File: config.mk
export PLATFORM = sky130hd
export DESIGN_NAME = multi_timer_expiry_table
export DESIGN_NICKNAME = d
export VERILOG_FILES = /design/src/sv/mtet_pkg.sv /design/src/sv/multi_timer_expiry_table.sv
export SDC_FILE = /design/constraint.sdc
export NUM_CORES = 1
export LEC_CHECK = 0
export ABC_AREA = 1
export BUFFER_PORTS_ARGS = -buffer_cell sky130_fd_sc_hd__buf_2
export CORE_MARGIN = 2
export CORE_UTILIZATION = 63
export DETAILED_ROUTE_END_ITERATION = 12
export GPL_TIMING_DRIVEN = 0
export PLACE_DENSITY = 0.79
export REMOVE_ABC_BUFFERS = 1
export SYNTH_ARGS = -nofsm -noshare
export SYNTH_HDL_FRONTEND = slang
export SYNTH_SLANG_ARGS = --single-unit
File: constraint.sdc
create_clock -name clock -period 6.35 [get_ports clock]
set_input_delay 0.9525 -clock clock [delete_from_list [all_inputs] [get_ports clock]]
set_output_delay 0.9525 -clock clock [all_outputs]
set_load 0.05 [all_outputs]
File: src/sv/mtet_pkg.sv
// mtet_pkg: shared types and codes for the multi timer expiry table
// item layouts, operation modes, timer states and table defaults
// no dependencies
package mtet_pkg;

   // table size default and per-poll report limit
   localparam int NUM_TIMERS_DEF = 8;
   localparam int POLL_MAX       = 8;

   // operation modes
   localparam logic [2:0] MODE_CREATE = 3'd0;
   localparam logic [2:0] MODE_SET    = 3'd1;
   localparam logic [2:0] MODE_START  = 3'd2;
   localparam logic [2:0] MODE_CANCEL = 3'd3;
   localparam logic [2:0] MODE_TICK   = 3'd4;
   localparam logic [2:0] MODE_POLL   = 3'd5;

   // timer states
   localparam logic [1:0] TMR_UNUSED    = 2'd0;
   localparam logic [1:0] TMR_STOPPED   = 2'd1;
   localparam logic [1:0] TMR_RUNNING   = 2'd2;
   localparam logic [1:0] TMR_COMPLETED = 2'd3;

   // request item
   typedef struct packed {
      logic [2:0]  mode;
      logic [2:0]  timer_idx;
      logic [31:0] period;
      logic        periodic;
   } req_type;

   // response item
   typedef struct packed {
      logic       ok;
      logic       fired;
      logic [2:0] fired_id;
      logic       last;
   } rsp_type;

   // one timer table entry
   typedef struct packed {
      logic [1:0]  state;
      logic        periodic;
      logic [31:0] period;
      logic [31:0] expiry;
   } entry_type;

endpackage

File: src/sv/multi_timer_expiry_table.sv
// multi_timer_expiry_table: table of one-shot and periodic timers on a tick count
// timer setup lives in one synchronous memory, pending flags in flops
// depends on mtet_pkg
//
// Each request item is taken one at a time and gives one response item, except
// a poll, which gives one per pending timer (at most eight, lowest number first,
// last set on the final one) or a single empty one if none is pending. Create,
// set period, start and cancel do a read, modify and write of one table entry
// and pass through the exec and reply states before the response enters the
// output register. A tick walks the whole table through the single memory read
// port, one entry per cycle. A poll scans the pending flags one timer per cycle
// and waits on each report while the output register is held by a stall. A new
// item can be taken while the previous response still waits in the output
// register. Per-entry valid bits make unwritten entries read as unused, so no
// clearing pass is run after reset.
module multi_timer_expiry_table #(
   parameter int NUM_TIMERS = mtet_pkg::NUM_TIMERS_DEF
) (
   input  logic              clock,
   input  logic              reset,
   input  logic              req_valid,
   output logic              req_stall,
   input  mtet_pkg::req_type req_data,
   output logic              rsp_valid,
   input  logic              rsp_stall,
   output mtet_pkg::rsp_type rsp_data
);

   localparam int IDX_W = (NUM_TIMERS > 1) ? $clog2(NUM_TIMERS) : 1;
   localparam int CNT_W = $clog2(NUM_TIMERS + 1);

   localparam logic [2:0] S_IDLE  = 3'd0;
   localparam logic [2:0] S_EXEC  = 3'd1;
   localparam logic [2:0] S_TICK  = 3'd2;
   localparam logic [2:0] S_POLL  = 3'd3;
   localparam logic [2:0] S_REPLY = 3'd4;

   logic [2:0]            fsm_ff, fsm_in;
   mtet_pkg::req_type     item_ff, item_in;
   logic [CNT_W-1:0]      walk_ff, walk_in;
   logic                  proc_vld_ff, proc_vld_in;
   logic [IDX_W-1:0]      proc_idx_ff, proc_idx_in;
   logic [2:0]            poll_cnt_ff, poll_cnt_in;
   logic                  reply_ok_ff, reply_ok_in;
   logic [31:0]           tick_count_ff, tick_count_in;
   logic [NUM_TIMERS-1:0] valid_ff, valid_in;
   logic [NUM_TIMERS-1:0] pend_ff, pend_in;
   logic                  rsp_valid_ff, rsp_valid_in;
   mtet_pkg::rsp_type     rsp_data_ff, rsp_data_in;

   mtet_pkg::entry_type   mem [NUM_TIMERS];
   mtet_pkg::entry_type   rd_data_ff;
   logic [IDX_W-1:0]      rd_addr;
   logic                  mem_we;
   mtet_pkg::entry_type   mem_wdata;

   mtet_pkg::entry_type   cur;
   logic                  accept;
   logic                  out_free;
   logic                  id_ok;
   logic                  walk_done;
   logic [IDX_W-1:0]      walk_idx;
   logic                  pend_here;
   logic                  pend_above;
   logic                  poll_last;
   logic                  emit;
   mtet_pkg::rsp_type     emit_data;

   // handshake
   assign req_stall = (fsm_ff != S_IDLE);
   assign accept    = req_valid && !req_stall;
   assign out_free  = !rsp_valid_ff || !rsp_stall;
   assign rsp_valid = rsp_valid_ff;
   assign rsp_data  = rsp_data_ff;

   // entry under work; an entry never written reads as unused
   assign cur = valid_ff[proc_idx_ff] ? rd_data_ff : '0;

   // scan helpers
   assign id_ok     = (32'(req_data.timer_idx) < NUM_TIMERS);
   assign walk_done = (walk_ff == CNT_W'(NUM_TIMERS));
   assign walk_idx  = walk_ff[IDX_W-1:0];
   assign pend_here = !walk_done && pend_ff[walk_idx];

   // any pending timer beyond the one being reported
   always_comb begin
      pend_above = 1'b0;
      for (int j = 0; j < NUM_TIMERS; j++) begin
         if (CNT_W'(j) > walk_ff) begin
            pend_above = pend_above | pend_ff[j];
         end
      end
   end

   assign poll_last = !pend_above ||
                      (poll_cnt_ff == 3'(mtet_pkg::POLL_MAX - 1));

   // control and datapath
   always_comb begin
      fsm_in        = fsm_ff;
      item_in       = item_ff;
      walk_in       = walk_ff;
      proc_vld_in   = proc_vld_ff;
      proc_idx_in   = proc_idx_ff;
      poll_cnt_in   = poll_cnt_ff;
      reply_ok_in   = reply_ok_ff;
      tick_count_in = tick_count_ff;
      pend_in       = pend_ff;
      rd_addr       = walk_idx;
      mem_we        = 1'b0;
      mem_wdata     = cur;
      emit          = 1'b0;
      emit_data     = '0;
      emit_data.ok  = 1'b1;
      emit_data.last = 1'b1;

      case (fsm_ff)
         S_IDLE: begin
            rd_addr = IDX_W'(req_data.timer_idx);
            if (accept) begin
               item_in     = req_data;
               proc_idx_in = IDX_W'(req_data.timer_idx);
               proc_vld_in = 1'b0;
               walk_in     = '0;
               poll_cnt_in = '0;
               if (req_data.mode inside {mtet_pkg::MODE_CREATE, mtet_pkg::MODE_SET,
                                         mtet_pkg::MODE_START, mtet_pkg::MODE_CANCEL}) begin
                  if (id_ok) begin
                     fsm_in = S_EXEC;
                  end else begin
                     reply_ok_in = 1'b0;
                     fsm_in      = S_REPLY;
                  end
               end else if (req_data.mode == mtet_pkg::MODE_TICK) begin
                  tick_count_in = tick_count_ff + 32'd1;
                  fsm_in        = S_TICK;
               end else if (req_data.mode == mtet_pkg::MODE_POLL) begin
                  fsm_in = S_POLL;
               end else begin
                  reply_ok_in = 1'b0;
                  fsm_in      = S_REPLY;
               end
            end
         end

         // single-entry update, read data now available
         S_EXEC: begin
            reply_ok_in = 1'b0;
            case (item_ff.mode)
               mtet_pkg::MODE_CREATE: begin
                  mem_wdata.state    = mtet_pkg::TMR_STOPPED;
                  mem_wdata.periodic = item_ff.periodic;
                  mem_wdata.period   = item_ff.period;
                  mem_wdata.expiry   = '0;
                  mem_we             = 1'b1;
                  pend_in[proc_idx_ff] = 1'b0;
                  reply_ok_in        = 1'b1;
               end
               mtet_pkg::MODE_SET: begin
                  mem_wdata.period   = item_ff.period;
                  mem_we             = 1'b1;
                  pend_in[proc_idx_ff] = 1'b0;
                  reply_ok_in        = 1'b1;
               end
               mtet_pkg::MODE_START: begin
                  if (cur.state != mtet_pkg::TMR_UNUSED) begin
                     mem_wdata.state  = mtet_pkg::TMR_RUNNING;
                     mem_wdata.expiry = cur.period + tick_count_ff;
                     mem_we           = 1'b1;
                     reply_ok_in      = 1'b1;
                  end
               end
               mtet_pkg::MODE_CANCEL: begin
                  if (cur.state == mtet_pkg::TMR_RUNNING) begin
                     mem_wdata.state = mtet_pkg::TMR_STOPPED;
                     mem_we          = 1'b1;
                     reply_ok_in     = 1'b1;
                  end
               end
               default: begin
                  reply_ok_in = 1'b0;
               end
            endcase
            fsm_in = S_REPLY;
         end

         // table walk: read one entry ahead, update the one just read
         S_TICK: begin
            if (!walk_done) begin
               walk_in     = walk_ff + CNT_W'(1);
               proc_vld_in = 1'b1;
               proc_idx_in = walk_idx;
            end else begin
               proc_vld_in = 1'b0;
            end
            if (proc_vld_ff && cur.state == mtet_pkg::TMR_RUNNING &&
                tick_count_ff >= cur.expiry) begin
               pend_in[proc_idx_ff] = 1'b1;
               mem_we               = 1'b1;
               if (cur.periodic) begin
                  mem_wdata.expiry = tick_count_ff + cur.period;
               end else begin
                  mem_wdata.state = mtet_pkg::TMR_COMPLETED;
               end
            end
            if (walk_done && !proc_vld_ff) begin
               reply_ok_in = 1'b1;
               fsm_in      = S_REPLY;
            end
         end

         // pending scan, one timer per cycle unless a report waits on a stalled output
         S_POLL: begin
            if (walk_done) begin
               if (out_free) begin
                  emit   = 1'b1;
                  fsm_in = S_IDLE;
               end
            end else if (pend_here) begin
               if (out_free) begin
                  emit               = 1'b1;
                  emit_data.fired    = 1'b1;
                  emit_data.fired_id = 3'(walk_ff);
                  emit_data.last     = poll_last;
                  pend_in[walk_idx]  = 1'b0;
                  poll_cnt_in        = poll_cnt_ff + 3'd1;
                  if (poll_last) begin
                     fsm_in = S_IDLE;
                  end else begin
                     walk_in = walk_ff + CNT_W'(1);
                  end
               end
            end else begin
               walk_in = walk_ff + CNT_W'(1);
            end
         end

         S_REPLY: begin
            if (out_free) begin
               emit         = 1'b1;
               emit_data.ok = reply_ok_ff;
               fsm_in       = S_IDLE;
            end
         end

         default: begin
            fsm_in = S_IDLE;
         end
      endcase
   end

   // entry valid bits follow the writes
   always_comb begin
      valid_in = valid_ff;
      if (mem_we) begin
         valid_in[proc_idx_ff] = 1'b1;
      end
   end

   // output register
   always_comb begin
      rsp_valid_in = rsp_valid_ff;
      rsp_data_in  = rsp_data_ff;
      if (emit) begin
         rsp_valid_in = 1'b1;
         rsp_data_in  = emit_data;
      end else if (!rsp_stall) begin
         rsp_valid_in = 1'b0;
      end
   end

   // timer table memory, one write and one registered read per cycle
   always_ff @(posedge clock) begin
      if (mem_we) begin
         mem[proc_idx_ff] <= mem_wdata;
      end
      rd_data_ff <= mem[rd_addr];
   end

   // control registers
   always_ff @(posedge clock) begin
      if (reset) begin
         fsm_ff        <= S_IDLE;
         proc_vld_ff   <= 1'b0;
         tick_count_ff <= '0;
         valid_ff      <= '0;
         pend_ff       <= '0;
         rsp_valid_ff  <= 1'b0;
      end else begin
         fsm_ff        <= fsm_in;
         proc_vld_ff   <= proc_vld_in;
         tick_count_ff <= tick_count_in;
         valid_ff      <= valid_in;
         pend_ff       <= pend_in;
         rsp_valid_ff  <= rsp_valid_in;
      end
   end

   // payload registers
   always_ff @(posedge clock) begin
      item_ff     <= item_in;
      walk_ff     <= walk_in;
      proc_idx_ff <= proc_idx_in;
      poll_cnt_ff <= poll_cnt_in;
      reply_ok_ff <= reply_ok_in;
      rsp_data_ff <= rsp_data_in;
   end

   // table writes only come from an entry update or a tick walk with data
   a_write_source: assert property (@(posedge clock) disable iff (reset)
      mem_we |-> (fsm_ff == S_EXEC || (fsm_ff == S_TICK && proc_vld_ff)))
      else $error("table write outside an update");

   // a reported timer has its pending flag cleared
   a_poll_clears: assert property (@(posedge clock) disable iff (reset)
      (emit && emit_data.fired) |=> !pend_ff[$past(walk_idx)])
      else $error("reported timer still pending");

   // the eighth report of a poll closes it
   a_poll_limit: assert property (@(posedge clock) disable iff (reset)
      (emit && fsm_ff == S_POLL && poll_cnt_ff == 3'(mtet_pkg::POLL_MAX - 1))
         |-> emit_data.last)
      else $error("poll reported past its limit");

   // the tick count moves only on an accepted tick
   a_tick_only: assert property (@(posedge clock) disable iff (reset)
      !$stable(tick_count_ff) |-> $past(accept && req_data.mode == mtet_pkg::MODE_TICK))
      else $error("tick count changed without a tick");

endmodule
== Word-level counts from Yosys, hierarchy flattened ==
Memories as Yosys holds them, arrays and structs flattened. A register that Yosys moved wholly into a read port is not among the register bits.
Cells that the tools add are included.

* Flip-flop bits (word level): 106
* Memory bits (writable): 536
* Output and inout bits: 8
* Logic and storage cells: 210
* Memories: 1

* Add/sub/neg operators: 4
* $lt $le $gt $ge: 13
* Equal/unequal tests: 32
* Mux-type cells: 87
* Bitwise logic cells: 17
* Reduce and logical (&&, ||, !) cells: 39

{| class="wikitable"
|+ Memory list
! name !! words !! width !! rd ports !! clocked after memory_dff !! write ports !! line !! text
|-
| mem || 8 || 67 || 1 || 1 || 1 || multi_timer_expiry_table.sv:51 || <nowiki>mtet_pkg::entry_type mem [NUM_TIMERS];</nowiki>
|}

{| class="wikitable"
|+ Operator list
! cell !! number
|-
| 2-to-1 mux 32 bit || 4
|-
| case mux 32 bit (2 select lines) || 2
|-
| 2-to-1 mux 67 bit || 1
|-
| 2-to-1 mux 3 bit || 17
|-
| 2-to-1 mux 8 bit || 5
|-
| 2-to-1 mux 33 bit || 1
|-
| adder 32 x 1 -> 32 bit (second input constant) || 1
|-
| adder 32 bit || 1
|-
| >= comparator 32 bit || 1
|-
| 2-to-1 mux 1 bit || 30
|-
| 2-to-1 mux 4 bit || 6
|-
| case mux 8 bit (3 select lines) || 1
|-
| != test 2 bit (second input constant) || 11
|-
| equality test 3 x 2 -> 1 bit (second input constant) || 6
|-
| AND reduction 6 bit || 3
|-
| bitwise AND 8 bit || 2
|-
| greater-than comparator 3 x 4 -> 1 bit (first input constant) || 4
|-
| NOT 8 bit || 2
|-
| bitwise OR 8 bit || 2
|-
| != test 3 bit (second input constant) || 5
|-
| case mux 3 bit (5 select lines) || 1
|-
| equality test 3 bit (second input constant) || 4
|-
| case mux 3 bit (2 select lines) || 2
|-
| case mux 4 bit (3 select lines) || 1
|-
| other kinds (34) || 79
|}

== Depth between registers and ports, before layout ==
Gate-level depths: netlist of run 1.

* Word-level depth: 23
* Gate-level depth with buffers: 29

== Least setup slack after synthesis of run 1 ==
No wires, ideal clock.

* Path kind: register to register
* Start point: reg proc_idx_ff[0]
* End point: mem mem[5][0] (netlist bit), enable pin
* Library setup time: 0.421 ns
* Data arrival time: 4.216 ns
* Setup slack: 1.713 ns
* Stages on the path, launching flop included: 22
* Period minus slack after synthesis: 4.637 ns
* Path through: edfxtp_1 -> buf_6 -> o21ai_1 -> nand2_1 -> nand2_1 -> nand2_1 -> nand2_2 -> buf_6 -> buf_2 -> buf_2 -> nand2_1 -> ha_1 -> nand2_1 -> nor2_1 -> nand4_1 -> nor3_1 -> nand2_1 -> nand3_1 -> nand3_1 -> nand2_1 -> nand2_1 -> inv_1

* Cells in the longest elaborated chain, start to end: 10

{| class="wikitable"
|+ RTL lines
! item !! line !! text
|-
| start, declared || multi_timer_expiry_table.sv:42 || <nowiki>logic [IDX_W-1:0] proc_idx_ff, proc_idx_in;</nowiki>
|-
| start signal, assigned || multi_timer_expiry_table.sv:303 || <nowiki>proc_idx_ff <= proc_idx_in;</nowiki>
|-
| parallel branches: the longest is 10 deep, another holds >= comparator 32 bit || - ||
|-
| end, declared || multi_timer_expiry_table.sv:51 ||
|}

Parallel ways; which one is timed is not known. The select of a mux whose other input is x is not followed.

== Worst setup path in the final report of run 1 ==
* Start point: reg proc_idx_ff[0]
* End point: mem mem[5][46] (netlist bit), enable pin

The elaborated chain is that of the path after synthesis.

==> parameters.txt, run 1 <==
Parameter                              Value

Timing
  Setup Skew ... 0.02400 ns
  Slew of the pin with the lowest slew margin ... 1.152 ns
  Remaining max-slew budget at the tightest pin ... 0.2314
  Final period util ... 0.9400
  Fin Setup TNS ... 0 ns
  Max-slew violation count ... 0
  Final number of setup-violating endpoints ... 0
  Period minus WS final ... 5.969 ns
  RSZ-0062 raised after global routing ... false
  Fmax ... 167.5 MHz
  Final Hold Violating Endpoints ... 0

Pwr
  Leakage ... 0.01314 uW
  PwrDens ... 424.2 nW/um^2
  Peak ir drop on the vdd network ... 0.5727 mV

Worst setup path
  Type of the worst setup path ... reg -> reg
  Arr. time, crit path ... 6.24 ns
  Start point of the critical path ... proc_idx_ff[0]
  List of cells traversed by the critical path ... nand2_1 -> o21ai_1 -> nand2_1 -> nand2_1 -> nand2_1 -> nand2_4 -> inv_2 -> nor2_1 -> inv_1 -> ha_1 -> nand2_1 -> nor2_1 -> nand4_1 -> nor3_1 -> nand2_1 -> nand3_1 -> nand3_1 -> nand2_1 -> nand2_1 -> inv_4 -> buf_16
  Maximum fanout along the worst path ... 39
  Largest stage delay on the critical path ... 0.60 ns
  Crit end category ... register
  Dominant cell type by count on the critical path ... sky130_fd_sc_hd__nand2_1
  Required time at the worst-slack endpoint ... 6.62 ns
  Worst reg2reg path startpoint ... proc_idx_ff[0]
  Startpoint Class ... register
  Worst path slowest cell ... sky130_fd_sc_hd__edfxtp_1

Clock tree
  Clock network latency to the later pin of the worst-skew pair ... 0.61 ns
  Max clock buf depth ... 3
  Hold_buf cts ... 0
  Clock tree from TritonCTS ... yes
  TritonCTS buffer count ... 72
  CTS clock-pin slew for the worst setup and hold paths ... 0.06 ns
  Clk root buf ... sky130_fd_sc_hd__clkbuf_16
  Count of clock tree sinks ... 709
  Number of H-tree levels ... 3

Die
  Die Width ... 227.9 microns
  Rows ... 82
  CORE AREA ... 49860 sq um
  Initial Utilization ... 0.6334
  Die extent in y ... 227.9 microns
  # IOs ... 51
  Area enclosed by the die boundary ... 51940 sq um

Logic synthesis
  Proportion of synthesized chip area in sequential cells ... 0.6361
  Share of Yosys cell area claimed by the top area cell type ... 0.5600
  Post-synthesis instance area ... 31580 sq um
  Prevailing post-synth register cell ... sky130_fd_sc_hd__edfxtp_1
  Flip-flop and latch count after synthesis ... 709
  Largest area contributor in the synthesized netlist ... sky130_fd_sc_hd__edfxtp_1
  Number of enable flip-flop cells after synthesis ... 589
  Async set or reset register ratio after synthesis ... 0
  Post-synth cell types ... 47
  Post-synthesis cell count ... 3039
  Yosys warning total ... 0
  Average footprint of a synthesized cell ... 10.39 sq um
  Main area contributors after synthesis ... sky130_fd_sc_hd__edfxtp_1 56%, sky130_fd_sc_hd__dfxtp_1 7.6%, sky130_fd_sc_hd__nand2_1 6.7%, sky130_fd_sc_hd__o21ai_0 5.4%, sky130_fd_sc_hd__nor2_1 4.4%

Layout
  Area growth from synthesis to layout ... 11.33%
  Share of layout cells above drive strength 1 ... 0.07653
  Number of diodes ... 0
  Final std cells w/o fill ... 3782
  Final nets ... 3164
  Most common library cell in the layout ignoring fill and taps ... sky130_fd_sc_hd__edfxtp_1
  Most frequent cells in the layout ... 589 x sky130_fd_sc_hd__edfxtp_1, 559 x sky130_fd_sc_hd__nand2_1, 367 x sky130_fd_sc_hd__nor2_1, 340 x sky130_fd_sc_hd__o21ai_0, 231 x sky130_fd_sc_hd__inv_1

Place
  Final estimated routing congestion in global placement ... 0.9334
  Cell count after placement ... 3649
  Number of port buffers ... 50
  Sum of net half-perimeters after detailed placement ... 45720 microns

Flow run
  Max-capacitance violation count ... 0

Routing
  Ratio of routed vias to standard cells ... 6.026
  Pre-Repair DR Iteration Count ... 7
  Average wire length per cell after detail routing ... 20.05 microns
  Drt total wl ... 75830 microns
  Detailed Route Iter0 Violations ... 2046
  Residual antenna-violating net count after detailed routing ... 0
  Post-route DRC violation count ... 0
  Via Count ... 22790

Outcome
  Run status ... finished clean

Global routing
  GRT Residual Overflow ... 0
  Antenna violations before repair ... 0
  Maximum number of pins on one net before global-route repair ... 151
  Via count of the first global-routing pass ... 22160
  Tot GR Track Use ... 0.2914
  Global-route wire length before repair ... 119300 microns

Min path
  Hold path start ... valid_ff[3]
  Hold WC Path Type ... reg -> reg
[Yosys cell counts, types with 33 or more instances]
cell / instances
sky130_fd_sc_hd__a21oi_1: 86
sky130_fd_sc_hd__a31oi_1: 70
sky130_fd_sc_hd__clkbuf_1: 101
sky130_fd_sc_hd__dfxtp_1: 120
sky130_fd_sc_hd__edfxtp_1: 589
sky130_fd_sc_hd__ha_1: 69
sky130_fd_sc_hd__inv_1: 239
sky130_fd_sc_hd__nand2_1: 560
sky130_fd_sc_hd__nand3_1: 71
sky130_fd_sc_hd__nor2_1: 367
sky130_fd_sc_hd__nor3_1: 33
sky130_fd_sc_hd__o21ai_0: 340
sky130_fd_sc_hd__o21bai_1: 137
sky130_fd_sc_hd__o22ai_1: 70
[registers in the layout, summed over array words and instances, names as in the netlist, 4 cells and up]
signal,count
mem,536
rd_data_ff,67
item_ff,36
tick_count_ff,32
pend_ff,8
valid_ff,8
rsp_data,6
walk_ff,4
[stage by stage]
| stage | util | cell area, sq um | total power [uW] | hold WS [ns] | setup slack (ns) |
|---|---|---|---|---|---|
| 2_1_floorplan | - | 31010 | 9016 | 0.4242 | -0.1760 |
| 3_3_place_gp | 0.6438 | 32100 | 10210 | 0.4384 | -4.830 |
| 3_5_place_dp | 0.6555 | 32680 | 10480 | 0.4542 | 0.09271 |
| 4_1_cts | 0.7051 | 35160 | 14900 | 0.4650 | 0.03193 |
| 5_1_grt | 0.7052 | 35160 | 15660 | 0.4783 | 0.01337 |
| 6_report | 0.7052 | 35160 | 14920 | 0.4632 | 0.3808 |
[cell families after synthesis]
| group | share of synthesized area |
|---|---|
| AO/OA/AOI/OAI | 0.1353 |
| XOR/XNOR | 0.009707 |
| adder cells (fa/ha/maj) | 0.02797 |
| flip-flops | 0.6361 |
| AND/OR/NAND/NOR | 0.1430 |
| buffers and inverters | 0.04794 |
[per-layer routing]
metal / track usage / vias to the layer above / part of all wire
li1: - / 10630 / -
met1: 0.3880 / 11090 / 0.42
met5: 0 / - / 0
met2: 0.4950 / 936 / 0.49
met3: 0.03838 / 137 / 0.068
met4: 0.1058 / 0 / 0.024
[report_power, final]
part	switching, uW	leakage [uW]	internal (uW)
Combinational	3190	0.00578	1530
Sequential	224	0.00614	5590
Clock	1750	0.00121	2640
Total	5160	0.0131	9760
[worst max-delay path, delay by kind of cell (launching register included)]
kind | cells | cell delay, ns
buffers and inverters | 4 | 1.45
AND/OR/NAND/NOR | 15 | 3.07
AO/OA/AOI/OAI | 1 | 0.10
flip-flops | 1 | 0.60
adder cells (fa/ha/maj) | 1 | 0.29
[worst paths after layout]
check                              endpoint  slack (ns)  depth (start not counted)
worst max-delay path             mem[5][46]        0.38                         21
worst min-delay path            valid_ff[3]        0.46                          2
worst max register to register   mem[5][46]        0.38                         21
worst min register to register  valid_ff[3]        0.46                          2
[cell type report]
class / count / area [sq um]
clock buffers: 98 / 2053
repair buffers: 71 / 768.2
well taps: 672 / 840.8
flip-flops and latches: 709 / 20090
inverters: 251 / 972.2
clock inverters: 35 / 419.2
fillers: 3499 / 14700
multi-input cells: 1946 / 10020
[repair_timing]
action / 4_1_cts / 5_1_grt
gates resized for setup: 0 / 1
endpoints found under the setup margin: 0 / 501
buffers inserted: 0 / 0
(Power assumes the default switching activity.)
==> run 2: changes to the inputs <==
Clock period 6.35 ns to 7.2 ns, I/O delays scaled along.
==> parameters.txt, run 2 (synthesis gave the netlist of run 1 again) <==
Parameter                              Value

Clock tree
  CTS clock-pin slew for the worst setup and hold paths ... 0.06 ns (about the same)
  Number of H-tree levels ... 3 (unchanged)
  Count of clock tree sinks ... 709 (unchanged)
  Number of cells upsized or downsized after cts ... 0 (unchanged)
  Max clock buf depth ... 3 (unchanged)
  TritonCTS buffer count ... 72 (unchanged)
  Clock network latency to the later pin of the worst-skew pair ... 0.62 ns (was 0.61 ns)
  Hold_buf cts ... 0 (unchanged)
  Post-CTS Setup Repair Bufs ... 0 (unchanged)
  Clk root buf ... sky130_fd_sc_hd__clkbuf_16 (unchanged)
  Clock tree from TritonCTS ... yes (unchanged)

Global routing
  GRT Residual Overflow ... 0 (unchanged)
  Via count of the first global-routing pass ... 22170 (was 22160)
  Antenna violations before repair ... 0 (unchanged)
  Maximum number of pins on one net before global-route repair ... 151 (unchanged)
  Tot GR Track Use ... 0.2918 (was 0.2914)
  Global-route wire length before repair ... 119300 microns (about the same)

Die
  Initial Utilization ... 0.6334 (unchanged)
  Die extent in y ... 227.9 microns (unchanged)
  Area enclosed by the die boundary ... 51940 sq um (unchanged)
  Rows ... 82 (unchanged)
  # IOs ... 51 (unchanged)
  CORE AREA ... 49860 sq um (unchanged)
  Die Width ... 227.9 microns (unchanged)

Timing
  Setup Skew ... 0.02419 ns (was 0.02400 ns)
  Slew of the pin with the lowest slew margin ... 1.142 ns (was 1.152 ns)
  RSZ-0062 raised after global routing ... false (unchanged)
  Final Hold Violating Endpoints ... 0 (unchanged)
  Max-slew violation count ... 0 (unchanged)
  Remaining max-slew budget at the tightest pin ... 0.2380 (was 0.2314)
  Final period util ... 0.8939 (was 0.9400)
  Period minus WS final ... 6.436 ns (was 5.969 ns)
  Fin Setup TNS ... 0 ns (unchanged)
  Least setup slack across all paths after layout ... 0.7637 ns (was 0.3808 ns)
  Fmax ... 155.4 MHz (was 167.5 MHz)
  Final number of setup-violating endpoints ... 0 (unchanged)

Pwr
  PwrDens ... 373.9 nW/um^2 (was 424.2 nW/um^2)
  Leakage ... 0.01314 uW (about the same)
  Peak ir drop on the vdd network ... 0.5022 mV (was 0.5727 mV)

Layout
  Final std cells w/o fill ... 3782 (unchanged)
  Largest register FFs ... 536 (unchanged)
  Most common library cell in the layout ignoring fill and taps ... sky130_fd_sc_hd__edfxtp_1 (unchanged)
  Fill cell count ... 3499 (unchanged)
  Non-Filler Cell Area, Final ... 35160 sq um (about the same)
  Most frequent cells in the layout ... 589 x sky130_fd_sc_hd__edfxtp_1, 559 x sky130_fd_sc_hd__nand2_1, 367 x sky130_fd_sc_hd__nor2_1, 340 x sky130_fd_sc_hd__o21ai_0, 231 x sky130_fd_sc_hd__inv_1 (unchanged)
  Final nets ... 3164 (unchanged)
  Area growth from synthesis to layout ... 11.32% (was 11.33%)
  Largest register by flop count ... mem (unchanged)
  Top flop regs ... mem: 536 flops, rd_data_ff: 67 flops, item_ff: 36 flops (unchanged)
  Share of layout cells above drive strength 1 ... 0.07653 (unchanged)
  Number of diodes ... 0 (unchanged)

Outcome
  Run status ... finished clean (unchanged)

Place
  Cell count after placement ... 3649 (unchanged)
  Placed inst area ... 32680 sq um (unchanged)
  Final estimated routing congestion in global placement ... 0.9334 (unchanged)
  Number of port buffers ... 50 (unchanged)
  Sum of net half-perimeters after detailed placement ... 45720 microns (unchanged)
  Worst setup slack before clock tree synthesis ... 0.9427 ns (was 0.09271 ns)

Routing
  Ratio of routed vias to standard cells ... 6.035 (was 6.026)
  Residual antenna-violating net count after detailed routing ... 0 (unchanged)
  Drt total wl ... 75860 microns (was 75830 microns)
  Post-route DRC violation count ... 0 (unchanged)
  Average wire length per cell after detail routing ... 20.06 microns (was 20.05 microns)
  Detailed Route Iter0 Violations ... 2077 (was 2046)
  Via Count ... 22830 (was 22790)
  Pre-Repair DR Iteration Count ... 5 (was 7)

Worst setup path
  Dominant cell type by count on the critical path ... sky130_fd_sc_hd__nand2_1 (unchanged)
  Type of the worst setup path ... reg -> reg (unchanged)
  Crit end category ... register (unchanged)
  List of cells traversed by the critical path ... nand2_1 -> o21ai_1 -> nand2_1 -> nand2_1 -> nand2_1 -> nand2_2 -> inv_2 -> nor2_1 -> inv_1 -> ha_1 -> nand2_1 -> nor2_1 -> nand4_1 -> nor3_1 -> nand2_1 -> nand3_1 -> nand3_1 -> nand2_1 -> nand2_1 -> inv_4 -> buf_16 (was nand2_1 -> o21ai_1 -> nand2_1 -> nand2_1 -> nand2_1 -> nand2_4 -> inv_2 -> nor2_1 -> inv_1 -> ha_1 -> nand2_1 -> nor2_1 -> nand4_1 -> nor3_1 -> nand2_1 -> nand3_1 -> nand3_1 -> nand2_1 -> nand2_1 -> inv_4 -> buf_16)
  Required time at the worst-slack endpoint ... 7.48 ns (was 6.62 ns)
  Startpoint Class ... register (unchanged)
  Arr. time, crit path ... 6.71 ns (was 6.24 ns)
  Worst path slowest cell ... sky130_fd_sc_hd__nand2_2 (was sky130_fd_sc_hd__edfxtp_1)
  Largest stage delay on the critical path ... 0.77 ns (was 0.60 ns)
  Gate family responsible for the most delay along the worst path ... simple AND/OR/NAND/NOR gates (unchanged)
  Maximum fanout along the worst path ... 39 (unchanged)
  Worst path bufs/invs ... 4 (unchanged)
  Worst reg2reg path startpoint ... proc_idx_ff[0] (unchanged)
  Start point of the critical path ... proc_idx_ff[0] (unchanged)

Min path
  Hold path start ... valid_ff[3] (unchanged)
  Hold WC Path Type ... reg -> reg (unchanged)

Flow run
  Max-capacitance violation count ... 0 (unchanged)
==> run 2: changes by cell type in the layout (fill, tap and decap cells not counted) <==
cell / delta
sky130_fd_sc_hd__nand2_2: +1
sky130_fd_sc_hd__nand2_4: -1
==> run 2: layout make-up <==
| class | instances | area, sq um | area share |
|---|---|---|---|
| Clock inverter | 35 | 419.2 | 0.01192 |
| Timing Repair Buffer | 71 | 768.2 | 0.02185 |
| Tap cell | 672 | 840.8 | 0.02392 |
| Clock buffer | 98 | 2053 | 0.05840 |
| Sequential cell | 709 | 20090 | 0.5714 |
| Multi-Input combinational cell | 1946 | 10010 | 0.2848 |
| Inverter | 251 | 972.2 | 0.02765 |
==> run 2: final timing paths <==
kind | endpoint | slack [ns] | depth (start not counted)
hold reg to reg | valid_ff[3] | 0.46 | 2
setup reg to reg | mem[5][46] | 0.76 | 21
setup / recovery | mem[5][46] | 0.76 | 21
hold / removal | valid_ff[3] | 0.46 | 2
==> run 2: stage by stage <==
stage	power, uW	hold slack (ns)	util
after floorplan	7951	0.4242	-
after global placement	9054	0.4384	0.6438
after detailed placement	9247	0.4542	0.6555
after CTS	13140	0.4650	0.7051
after global routing	13820	0.4783	0.7051
final	13150	0.4632	0.7051
==> run 2: where the power goes <==
group          internal (uW)  leakage (uW)  switching [uW]
Combinational           1350       0.00578            2800
Sequential              4930       0.00614             196
Clock                   2330       0.00121            1540
Total                   8600        0.0131            4540
==> run 2: layer usage <==
| layer | vias to the layer above | global-route usage | wire (microns) |
|---|---|---|---|
| met3 | 142 | 0.03988 | 5516 |
| met1 | 11080 | 0.3880 | 31290 |
| met4 | 0 | 0.1058 | 1872 |
| met5 | - | 0 | 0 |
| met2 | 981 | 0.4950 | 37190 |
| li1 | 10630 | - | - |
==> run 2: tightest hold or removal path, delay by kind of cell, from the launching register on <==
kind                   cells  cell delay [ns]
AO/OA/AOI/OAI              1             0.05
buffers and inverters      1             0.05
flip-flops                 1             0.31
